--- src/design/qce_pkg.sv ---
package qce_pkg;

    // Default sizes of the pair table and of the stored moduli.
    localparam int TABLE_DEPTH_DEF = 32;
    localparam int PRIME_BITS_DEF  = 32;

    // Fixed field widths of the two channels.
    localparam int IN_W       = 32;
    localparam int SLOT_FLD_W = 6;
    localparam int A_W        = 48;
    localparam int B_W        = 40;
    localparam int CNT_W      = 7;
    localparam int STEP_W     = 6;

    // Reset value of the pairs-in-use register.
    localparam logic [CNT_W-1:0] PAIRS_RESET = 7'd32;

    // Request codes.
    localparam logic REQ_LOAD  = 1'b0;
    localparam logic REQ_QUERY = 1'b1;

    // Operation of the shared modular adder.
    typedef enum logic {
        ALU_ADD = 1'b0,
        ALU_SUB = 1'b1
    } alu_op_t;

    typedef struct packed {
        alu_op_t op;
        logic    cin;
    } alu_ctl_t;

endpackage

--- src/design/qce_alu.sv ---
module qce_alu
    import qce_pkg::*;
#(
    parameter int PRIME_BITS = PRIME_BITS_DEF
)
(
    input  alu_ctl_t              ctl,
    input  logic [PRIME_BITS-1:0] x,
    input  logic [PRIME_BITS-1:0] y,
    input  logic [PRIME_BITS-1:0] m,
    output logic [PRIME_BITS-1:0] res,
    output logic                  flag
);

    logic [PRIME_BITS:0] sum;
    logic [PRIME_BITS:0] sum_red;
    logic                sum_ge;
    logic [PRIME_BITS:0] diff;
    logic [PRIME_BITS:0] diff_fix;

    // Modular add with carry-in: inputs below m, so one subtraction of m suffices.
    assign sum     = {1'b0, x} + {1'b0, y} + (PRIME_BITS + 1)'(ctl.cin);
    assign sum_ge  = (sum >= {1'b0, m});
    assign sum_red = sum - {1'b0, m};

    // Modular subtract: a borrow is repaired by adding m back.
    assign diff     = {1'b0, x} - {1'b0, y};
    assign diff_fix = diff + {1'b0, m};

    always_comb
    begin
        if (ctl.op == ALU_SUB)
        begin
            res  = diff[PRIME_BITS] ? diff_fix[PRIME_BITS-1:0] : diff[PRIME_BITS-1:0];
            flag = diff[PRIME_BITS];
        end
        else
        begin
            res  = sum_ge ? sum_red[PRIME_BITS-1:0] : sum[PRIME_BITS-1:0];
            flag = sum_ge;
        end
    end

endmodule

--- src/design/quadratic_character_engine.sv ---
// Channel   Direction  Handshake            Beat contents
// input     in         in_valid / in_stall  req_type, slot, prime, root, a_value, b_value
// output    out        out_valid / out_stall pair_index, char_bit, last
// config    in         cfg_we               cfg_wdata (pairs in use)
//
// A load beat writes its slot, if within the table, in the cycle it is taken. A query walks
// each pair in turn: it reduces |a| modulo the prime, negates it for a negative a, reduces the
// root, forms root*b mod q, takes the difference and runs the binary Jacobi loop, all through
// the one shared modular adder. An even or zero modulus goes from the check straight to emit.
// Input is stalled while a query runs; the walk pauses while the output register is full.
// Reset clears control state only; table entries are undefined until loaded.
module quadratic_character_engine
    import qce_pkg::*;
#(
    parameter int TABLE_DEPTH = TABLE_DEPTH_DEF,
    parameter int PRIME_BITS  = PRIME_BITS_DEF
)
(
    input  logic                  clk,
    input  logic                  rst_n,
    input  logic                  cfg_we,
    input  logic [CNT_W-1:0]      cfg_wdata,
    input  logic                  in_valid,
    output logic                  in_stall,
    input  logic                  req_type,
    input  logic [SLOT_FLD_W-1:0] slot,
    input  logic [IN_W-1:0]       prime,
    input  logic [IN_W-1:0]       root,
    input  logic signed [A_W-1:0] a_value,
    input  logic [B_W-1:0]        b_value,
    output logic                  out_valid,
    input  logic                  out_stall,
    output logic [SLOT_FLD_W-1:0] pair_index,
    output logic                  char_bit,
    output logic                  last
);

    localparam int P      = PRIME_BITS;
    localparam int SLOT_W = (TABLE_DEPTH > 1) ? $clog2(TABLE_DEPTH) : 1;

    typedef enum logic [9:0] {
        ST_IDLE  = 10'b00_0000_0001,
        ST_READ  = 10'b00_0000_0010,
        ST_CHECK = 10'b00_0000_0100,
        ST_REDA  = 10'b00_0000_1000,
        ST_NEGA  = 10'b00_0001_0000,
        ST_REDS  = 10'b00_0010_0000,
        ST_MUL   = 10'b00_0100_0000,
        ST_DIFF  = 10'b00_1000_0000,
        ST_JAC   = 10'b01_0000_0000,
        ST_EMIT  = 10'b10_0000_0000
    } state_t;

    state_t            state_reg, state_next;
    logic [CNT_W-1:0]  pairs_reg;
    logic [CNT_W-1:0]  lim_reg;
    logic [CNT_W-1:0]  idx_reg;
    logic [STEP_W-1:0] step_reg;
    logic              phase_reg;
    logic              neg_reg;
    logic [A_W-1:0]    mag_q_reg, mag_sh_reg;
    logic [B_W-1:0]    b_q_reg, b_sh_reg;
    logic [P-1:0]      q_reg, s_sh_reg, acc_reg, am_reg, sm_reg, x_reg, n_reg;
    logic              t_reg;
    logic              bit_reg;
    logic              out_valid_reg;
    logic [SLOT_FLD_W-1:0] pair_index_reg;
    logic              char_bit_reg, last_reg;

    // Pair table with registered read.
    logic [P-1:0]      prime_mem [TABLE_DEPTH];
    logic [P-1:0]      root_mem  [TABLE_DEPTH];
    logic [P-1:0]      prime_rd_reg, root_rd_reg;

    logic              in_take, load_take, query_take;
    logic              out_take, out_free;
    logic [63:0]       prime_ext, root_ext;
    logic [A_W-1:0]    a_u, a_mag;
    logic [CNT_W-1:0]  lim_calc;
    logic              is_last_pair;

    alu_ctl_t          alu_ctl;
    logic [P-1:0]      alu_x, alu_y, alu_m, alu_res;
    logic              alu_flag;

    assign in_take    = in_valid && !in_stall;
    assign load_take  = in_take && (req_type == REQ_LOAD);
    assign query_take = in_take && (req_type == REQ_QUERY);
    assign in_stall   = (state_reg != ST_IDLE);
    assign out_take   = out_valid_reg && !out_stall;
    assign out_free   = !out_valid_reg || !out_stall;

    assign prime_ext  = {32'd0, prime};
    assign root_ext   = {32'd0, root};
    assign a_u        = a_value;
    assign a_mag      = a_u[A_W-1] ? (~a_u + A_W'(1)) : a_u;
    assign lim_calc   = (pairs_reg > CNT_W'(TABLE_DEPTH)) ? CNT_W'(TABLE_DEPTH) : pairs_reg;
    assign is_last_pair = ((idx_reg + CNT_W'(1)) == lim_reg);

    // Table write on a load beat within the table, read of the current pair.
    always_ff @(posedge clk)
    begin
        if (load_take && ({1'b0, slot} < CNT_W'(TABLE_DEPTH)))
        begin
            prime_mem[slot[SLOT_W-1:0]] <= prime_ext[P-1:0];
            root_mem[slot[SLOT_W-1:0]]  <= root_ext[P-1:0];
        end
        prime_rd_reg <= prime_mem[idx_reg[SLOT_W-1:0]];
        root_rd_reg  <= root_mem[idx_reg[SLOT_W-1:0]];
    end

    // Operand selection for the shared modular adder.
    always_comb
    begin
        alu_ctl = '{op: ALU_ADD, cin: 1'b0};
        alu_x   = acc_reg;
        alu_y   = acc_reg;
        alu_m   = q_reg;
        case (state_reg)
            ST_REDA:
            begin
                alu_ctl.cin = mag_sh_reg[A_W-1];
            end
            ST_REDS:
            begin
                alu_ctl.cin = s_sh_reg[P-1];
            end
            ST_MUL:
            begin
                if (phase_reg)
                begin
                    alu_y = b_sh_reg[B_W-1] ? sm_reg : '0;
                end
            end
            ST_NEGA:
            begin
                alu_ctl.op = ALU_SUB;
                alu_x      = '0;
            end
            ST_DIFF:
            begin
                alu_ctl.op = ALU_SUB;
                alu_x      = am_reg;
            end
            ST_JAC:
            begin
                alu_ctl.op = ALU_SUB;
                alu_x      = x_reg;
                alu_y      = n_reg;
                alu_m      = n_reg;
            end
            default:
            begin
                alu_ctl = '{op: ALU_ADD, cin: 1'b0};
            end
        endcase
    end

    qce_alu #(
        .PRIME_BITS (PRIME_BITS)
    ) u_alu (
        .ctl  (alu_ctl),
        .x    (alu_x),
        .y    (alu_y),
        .m    (alu_m),
        .res  (alu_res),
        .flag (alu_flag)
    );

    // Sequencer next state.
    always_comb
    begin
        state_next = state_reg;
        case (state_reg)
            ST_IDLE:
            begin
                if (query_take && (lim_calc != '0))
                begin
                    state_next = ST_READ;
                end
            end
            ST_READ:  state_next = ST_CHECK;
            ST_CHECK: state_next = (prime_rd_reg[0] == 1'b0) ? ST_EMIT : ST_REDA;
            ST_REDA:
            begin
                if (step_reg == STEP_W'(A_W - 1))
                begin
                    state_next = ST_NEGA;
                end
            end
            ST_NEGA:  state_next = ST_REDS;
            ST_REDS:
            begin
                if (step_reg == STEP_W'(P - 1))
                begin
                    state_next = ST_MUL;
                end
            end
            ST_MUL:
            begin
                if (phase_reg && (step_reg == STEP_W'(B_W - 1)))
                begin
                    state_next = ST_DIFF;
                end
            end
            ST_DIFF:  state_next = ST_JAC;
            ST_JAC:
            begin
                if (x_reg == '0)
                begin
                    state_next = ST_EMIT;
                end
            end
            ST_EMIT:
            begin
                if (out_free)
                begin
                    state_next = is_last_pair ? ST_IDLE : ST_READ;
                end
            end
            default:  state_next = ST_IDLE;
        endcase
    end

    // Control registers.
    always_ff @(posedge clk or negedge rst_n)
    begin
        if (!rst_n)
        begin
            state_reg     <= ST_IDLE;
            pairs_reg     <= PAIRS_RESET;
            lim_reg       <= '0;
            idx_reg       <= '0;
            step_reg      <= '0;
            phase_reg     <= 1'b0;
            out_valid_reg <= 1'b0;
        end
        else
        begin
            state_reg <= state_next;
            if (cfg_we)
            begin
                pairs_reg <= cfg_wdata;
            end
            if (query_take)
            begin
                lim_reg <= lim_calc;
                idx_reg <= '0;
            end
            else if ((state_reg == ST_EMIT) && out_free)
            begin
                idx_reg <= idx_reg + CNT_W'(1);
            end

            // Step counter for the three bit-serial passes.
            if ((state_reg == ST_CHECK) || (state_reg == ST_NEGA) || (state_next != state_reg))
            begin
                step_reg  <= '0;
                phase_reg <= 1'b0;
            end
            else if ((state_reg == ST_REDA) || (state_reg == ST_REDS))
            begin
                step_reg <= step_reg + STEP_W'(1);
            end
            else if (state_reg == ST_MUL)
            begin
                phase_reg <= !phase_reg;
                if (phase_reg)
                begin
                    step_reg <= step_reg + STEP_W'(1);
                end
            end

            // Output register: a new character may replace one taken this cycle.
            if ((state_reg == ST_EMIT) && out_free)
            begin
                out_valid_reg <= 1'b1;
            end
            else if (out_take)
            begin
                out_valid_reg <= 1'b0;
            end
        end
    end

    // Datapath registers.
    always_ff @(posedge clk)
    begin
        if (query_take)
        begin
            mag_q_reg <= a_mag;
            neg_reg   <= a_u[A_W-1];
            b_q_reg   <= b_value;
        end
        case (state_reg)
            ST_CHECK:
            begin
                q_reg      <= prime_rd_reg;
                s_sh_reg   <= root_rd_reg;
                mag_sh_reg <= mag_q_reg;
                b_sh_reg   <= b_q_reg;
                acc_reg    <= '0;
                bit_reg    <= 1'b1;
            end
            ST_REDA:
            begin
                acc_reg    <= alu_res;
                mag_sh_reg <= mag_sh_reg << 1;
            end
            ST_NEGA:
            begin
                am_reg  <= neg_reg ? alu_res : acc_reg;
                acc_reg <= '0;
            end
            ST_REDS:
            begin
                s_sh_reg <= s_sh_reg << 1;
                if (step_reg == STEP_W'(P - 1))
                begin
                    sm_reg  <= alu_res;
                    acc_reg <= '0;
                end
                else
                begin
                    acc_reg <= alu_res;
                end
            end
            ST_MUL:
            begin
                acc_reg <= alu_res;
                if (phase_reg)
                begin
                    b_sh_reg <= b_sh_reg << 1;
                end
            end
            ST_DIFF:
            begin
                x_reg <= alu_res;
                n_reg <= q_reg;
                t_reg <= 1'b0;
            end
            ST_JAC:
            begin
                if (x_reg == '0)
                begin
                    bit_reg <= !((n_reg == P'(1)) && !t_reg);
                end
                else if (!x_reg[0])
                begin
                    // Halving: the sign turns when n is 3 or 5 modulo 8.
                    x_reg <= x_reg >> 1;
                    if ((n_reg[2:0] == 3'd3) || (n_reg[2:0] == 3'd5))
                    begin
                        t_reg <= !t_reg;
                    end
                end
                else if (!alu_flag)
                begin
                    x_reg <= alu_res;
                end
                else
                begin
                    // Reciprocity swap when x is below n.
                    x_reg <= n_reg;
                    n_reg <= x_reg;
                    if ((x_reg[1:0] == 2'd3) && (n_reg[1:0] == 2'd3))
                    begin
                        t_reg <= !t_reg;
                    end
                end
            end
            default:
            begin
                bit_reg <= bit_reg;
            end
        endcase

        // Output payload.
        if ((state_reg == ST_EMIT) && out_free)
        begin
            pair_index_reg <= idx_reg[SLOT_FLD_W-1:0];
            char_bit_reg   <= bit_reg;
            last_reg       <= is_last_pair;
        end
    end

    assign out_valid  = out_valid_reg;
    assign pair_index = pair_index_reg;
    assign char_bit   = char_bit_reg;
    assign last       = last_reg;

    // The pair walk never runs past the latched count.
    a_idx_range: assert property (@(posedge clk) disable iff (!rst_n)
        (state_reg != ST_IDLE) |-> (idx_reg < lim_reg))
        else $error("pair index beyond count");

    // The Jacobi modulus stays odd throughout the loop.
    a_jac_odd: assert property (@(posedge clk) disable iff (!rst_n)
        (state_reg == ST_JAC) |-> n_reg[0])
        else $error("even Jacobi modulus");

    // Residues stay reduced during the serial passes.
    a_acc_red: assert property (@(posedge clk) disable iff (!rst_n)
        ((state_reg == ST_REDA) || (state_reg == ST_REDS) || (state_reg == ST_MUL))
        |-> (acc_reg < q_reg))
        else $error("residue not reduced");

    // A query is only accepted while no earlier query is still walking.
    a_in_idle: assert property (@(posedge clk) disable iff (!rst_n)
        query_take |=> ((state_reg == ST_READ) || (state_reg == ST_IDLE)))
        else $error("query accepted mid-walk");

endmodule
--- config.mk ---
export PLATFORM = sky130hd
export DESIGN_NAME = quadratic_character_engine
export DESIGN_NICKNAME = d
export VERILOG_FILES = /design/src/design/qce_pkg.sv /design/src/design/qce_alu.sv /design/src/design/quadratic_character_engine.sv
export SDC_FILE = /design/constraint.sdc
export NUM_CORES = 2
export LEC_CHECK = 0
export ABC_CLOCK_PERIOD_IN_PS = 13400
export BUFFER_PORTS_ARGS = -buffer_cell sky130_fd_sc_hd__buf_4
export CORE_ASPECT_RATIO = 0.9
export CORE_UTILIZATION = 54
export DETAILED_ROUTE_END_ITERATION = 12
export MAX_ROUTING_LAYER = met4
export PLACE_DENSITY = 0.7
export SYNTH_ARGS = -nofsm -noshare
export SYNTH_HDL_FRONTEND = slang
export SYNTH_HIERARCHICAL = 1
export SYNTH_SLANG_ARGS = --single-unit
--- constraint.sdc ---
create_clock -name clk -period 13.4 [get_ports clk]
set_input_delay 0.67 -clock clk [delete_from_list [all_inputs] [get_ports clk]]
set_output_delay 0.67 -clock clk [all_outputs]
set_load 0.02 [all_outputs]
==> run metrics <==
DRC=0; slowest stage delay, CP=1.03 ns; leading area contributor after synthesis=edfxtp_1; Detail Route Antenna Nets=0; clock group share of total power=0.386; Max Freq=93.9 MHz; drt total wl=270 mm; combinational power share=0.112; first-pass GRT wire length=393 mm; Die Wd=470 µm; layout cells sized above 1=0.218; Final Hold Vio Count=0; RSZ-0062 raised after global routing=false; post-DP HPWL=153 mm; Reg-to-Reg Start=state_reg[3]; Min Hold Slack=0.0600 ns; sw frac=0.235; RePlAce Congestion=0.913; Worst-Margin Slew=1.17 ns; max_cap viols=0; FF-to-FF path depth=28; sequential power share=0.502; #FFs+latches synth=2562; Post-synth EDFFs=2459; Leak=39.4 nW; via/cell ratio=6.42; Synth Net Count=6285; TNS Setup=0 ns; Fill cells=13700; crit path max-delay cell type=a21oi_4; CTS Buffer Depth=3; share of the yosys chip area belonging to registers=0.714; Power Density=149 mW/mm²; Final WS setup=2.75 ns; Hold Path Cell Cnt=2; Final setup viols=0; grt ovf=0; Synth top area share=0.692; vias in the first global route=57000; Slew HR=0.219; Synth Area per Inst=17.8 µm²; Synth cell types=98; dpl ws=3.00 ns; Yosys Warn Count=6; clock sink total=2562; CTS tree=done; Num CTS Buffers=236; Worst setup SP type=flip-flop; Worst Hold Launch=cfg_wdata[2]; IO Count=181; crit-path max FO=89; Post-Synthesis Cells=5980; final worst path period need=10.65 ns; CP arrival=11.07 ns; Cell Int Power=13.7 mW; Synth area leaders=edfxtp_1 69%, mux4_2 12%, nand2_1 1.9%, ha_1 1.5%, mux2i_1 1.3%; Root Driver=clkbuf_16; Worst-path clk slew=0.06 ns; Hold/Removal Path Class=in2reg; Main synth FF type=edfxtp_1; GRT Total Usage=0.278; VDD IR-drop max=0.178 mV; initial drt markers=7097; Cell Area, Synth=0.107 mm²; nets=6560; WHS Endpoint=pairs_reg[2]; Worst Path Required=13.82 ns; drt first pass iters=5; total number of vias=58100; outcome=completed; H-tree levels=4; initial core utilization=0.544; Rows=154; reg2reg setup slack=2.75 ns; Worst Setup SP=state_reg[3]; Final Skew=0.0892 ns; Avg WL per Cell=29.8 µm; antenna violations before repair=17; area growth from synthesis to layout=12.4%; max-slew violations=0; area of the die=0.199 mm²; share of flip-flops with an asynchronous set or reset=0.0152; Core ar.=0.196 mm²; buffers added on ports=180; largest net degree at the start of global routing=128; Layout Utilization=0.612; Tcrit/Tclk final=0.795; r2r endpoint=n_reg[28]; switching power of the nets=4.21 mW; CP Capture Type=flip-flop; Die Ht=424 µm; post_cts resized=0; later-pin clock latency in the skew report=0.89 ns; Crit Path Class=reg2reg
==> Yosys cell counts (all sizes together) (7+ instances only) <==
master     n
edfxtp  2459
mux4     571
nand2    531
nor2     241
clkbuf   183
a21oi    166
mux2i    140
ha       129
xnor2    128
buf      127
inv      122
o21ai    103
mux2      80
and2      76
nand2b    66
dfxtp     64
a21o      61
a221oi    56
o22ai     47
a211oi    45
nand3     42
xor2      40
a221o     37
dfrtp     37
a22oi     36
nor3      35
nor4      32
o31ai     29
nor2b     27
nand4     24
a31oi     23
or3       22
o211ai    21
or4       20
o21bai    16
or2       16
o41ai     13
and3      12
o21a      10
a211o      9
nor4b      7
==> power by group through the flow <==
stage | Clock [mW] | Sequential (mW) | Combinational, mW
after detailed placement | 0 | 9.17 | 1.96
after CTS | 7.01 | 9.00 | 1.99
after global placement | 0 | 9.16 | 1.94
after global routing | 7.30 | 9.00 | 2.18
after floorplan | 0 | 9.15 | 1.39
final | 6.92 | 9.00 | 2.00
==> worst max path at each step <==
stage                            to  slack, ns  cells after the start
after floorplan            n_reg[0]       3.64                     29
after global placement    n_reg[27]       3.04                     28
after detailed placement  n_reg[28]       3.00                     28
after CTS                 n_reg[22]       2.88                     28
after global routing      n_reg[29]       2.33                     28
final                     n_reg[28]       2.75                     28
==> worst max-delay path, delay by kind of cell, from the launching register on <==
kind / cells / cell delay [ns]
compound gates: 13 / 4.48
simple gates: 9 / 2.78
buf+inv: 3 / 1.38
fa+ha+maj: 2 / 0.85
flops: 1 / 0.50
xor+xnor: 1 / 0.14
==> kinds of logic after synthesis <==
group / Yosys count / synth area share
simple gates: 1170 / 0.0508
mux: 791 / 0.142
fa+ha+maj: 134 / 0.0161
xor+xnor: 168 / 0.0138
compound gates: 720 / 0.0473
buf+inv: 435 / 0.0162
flops: 2562 / 0.714
==> layout make-up <==
class / count / area, µm² / share of cell area
clock inverter: 131 / 1520 / 0.0127
multi-input combinational: 2983 / 29100 / 0.243
inverter: 125 / 478 / 0.00399
antenna: 10 / 25.0 / 0.000209
tap: 2574 / 3220 / 0.0269
timing repair buffer: 347 / 2790 / 0.0233
sequential: 2562 / 76100 / 0.635
clock buffer: 319 / 6590 / 0.0550
==> routing by layer <==
layer	global-route usage	routed length [µm]	share of wire
met5	-	0	0
met3	0.0448	22000	0.082
met1	0.391	112000	0.41
met2	0.426	129000	0.48
met4	0.0795	7210	0.027
==> per-stage QoR <==
step,area [µm²],power [mW],cells
after detailed placement,111000,11.1,8543
after CTS,120000,18.0,9041
after floorplan,107000,10.5,5980
after global routing,120000,18.5,9049
after global placement,111000,11.1,8543
final,120000,17.9,9051
==> layout by cell type, fill, tap and decap left out, drive strengths merged, types with 45 or more instances in the layout <==
master       instances
edfxtp            2459
mux4               571
nand2              531
clkbuf             319
buf                299
nor2               241
a21oi              166
mux2i              140
ha                 129
xnor2              128
inv                125
o21ai              103
clkinv             101
mux2                80
and2                76
nand2b              66
dfxtp               64
a21o                61
a221oi              56
dlygate4sd3         48
o22ai               47
a211oi              45
==> repair_timing <==
| item | 4_1_cts | 5_1_grt |
|---|---|---|
| setup buffers | 0 | 0 |
| setup endpoints to repair | 0 | 0 |
| hold buffers | 48 | 0 |
| hold endpoints to repair | 84 | 0 |
(Power assumes the default switching activity.)
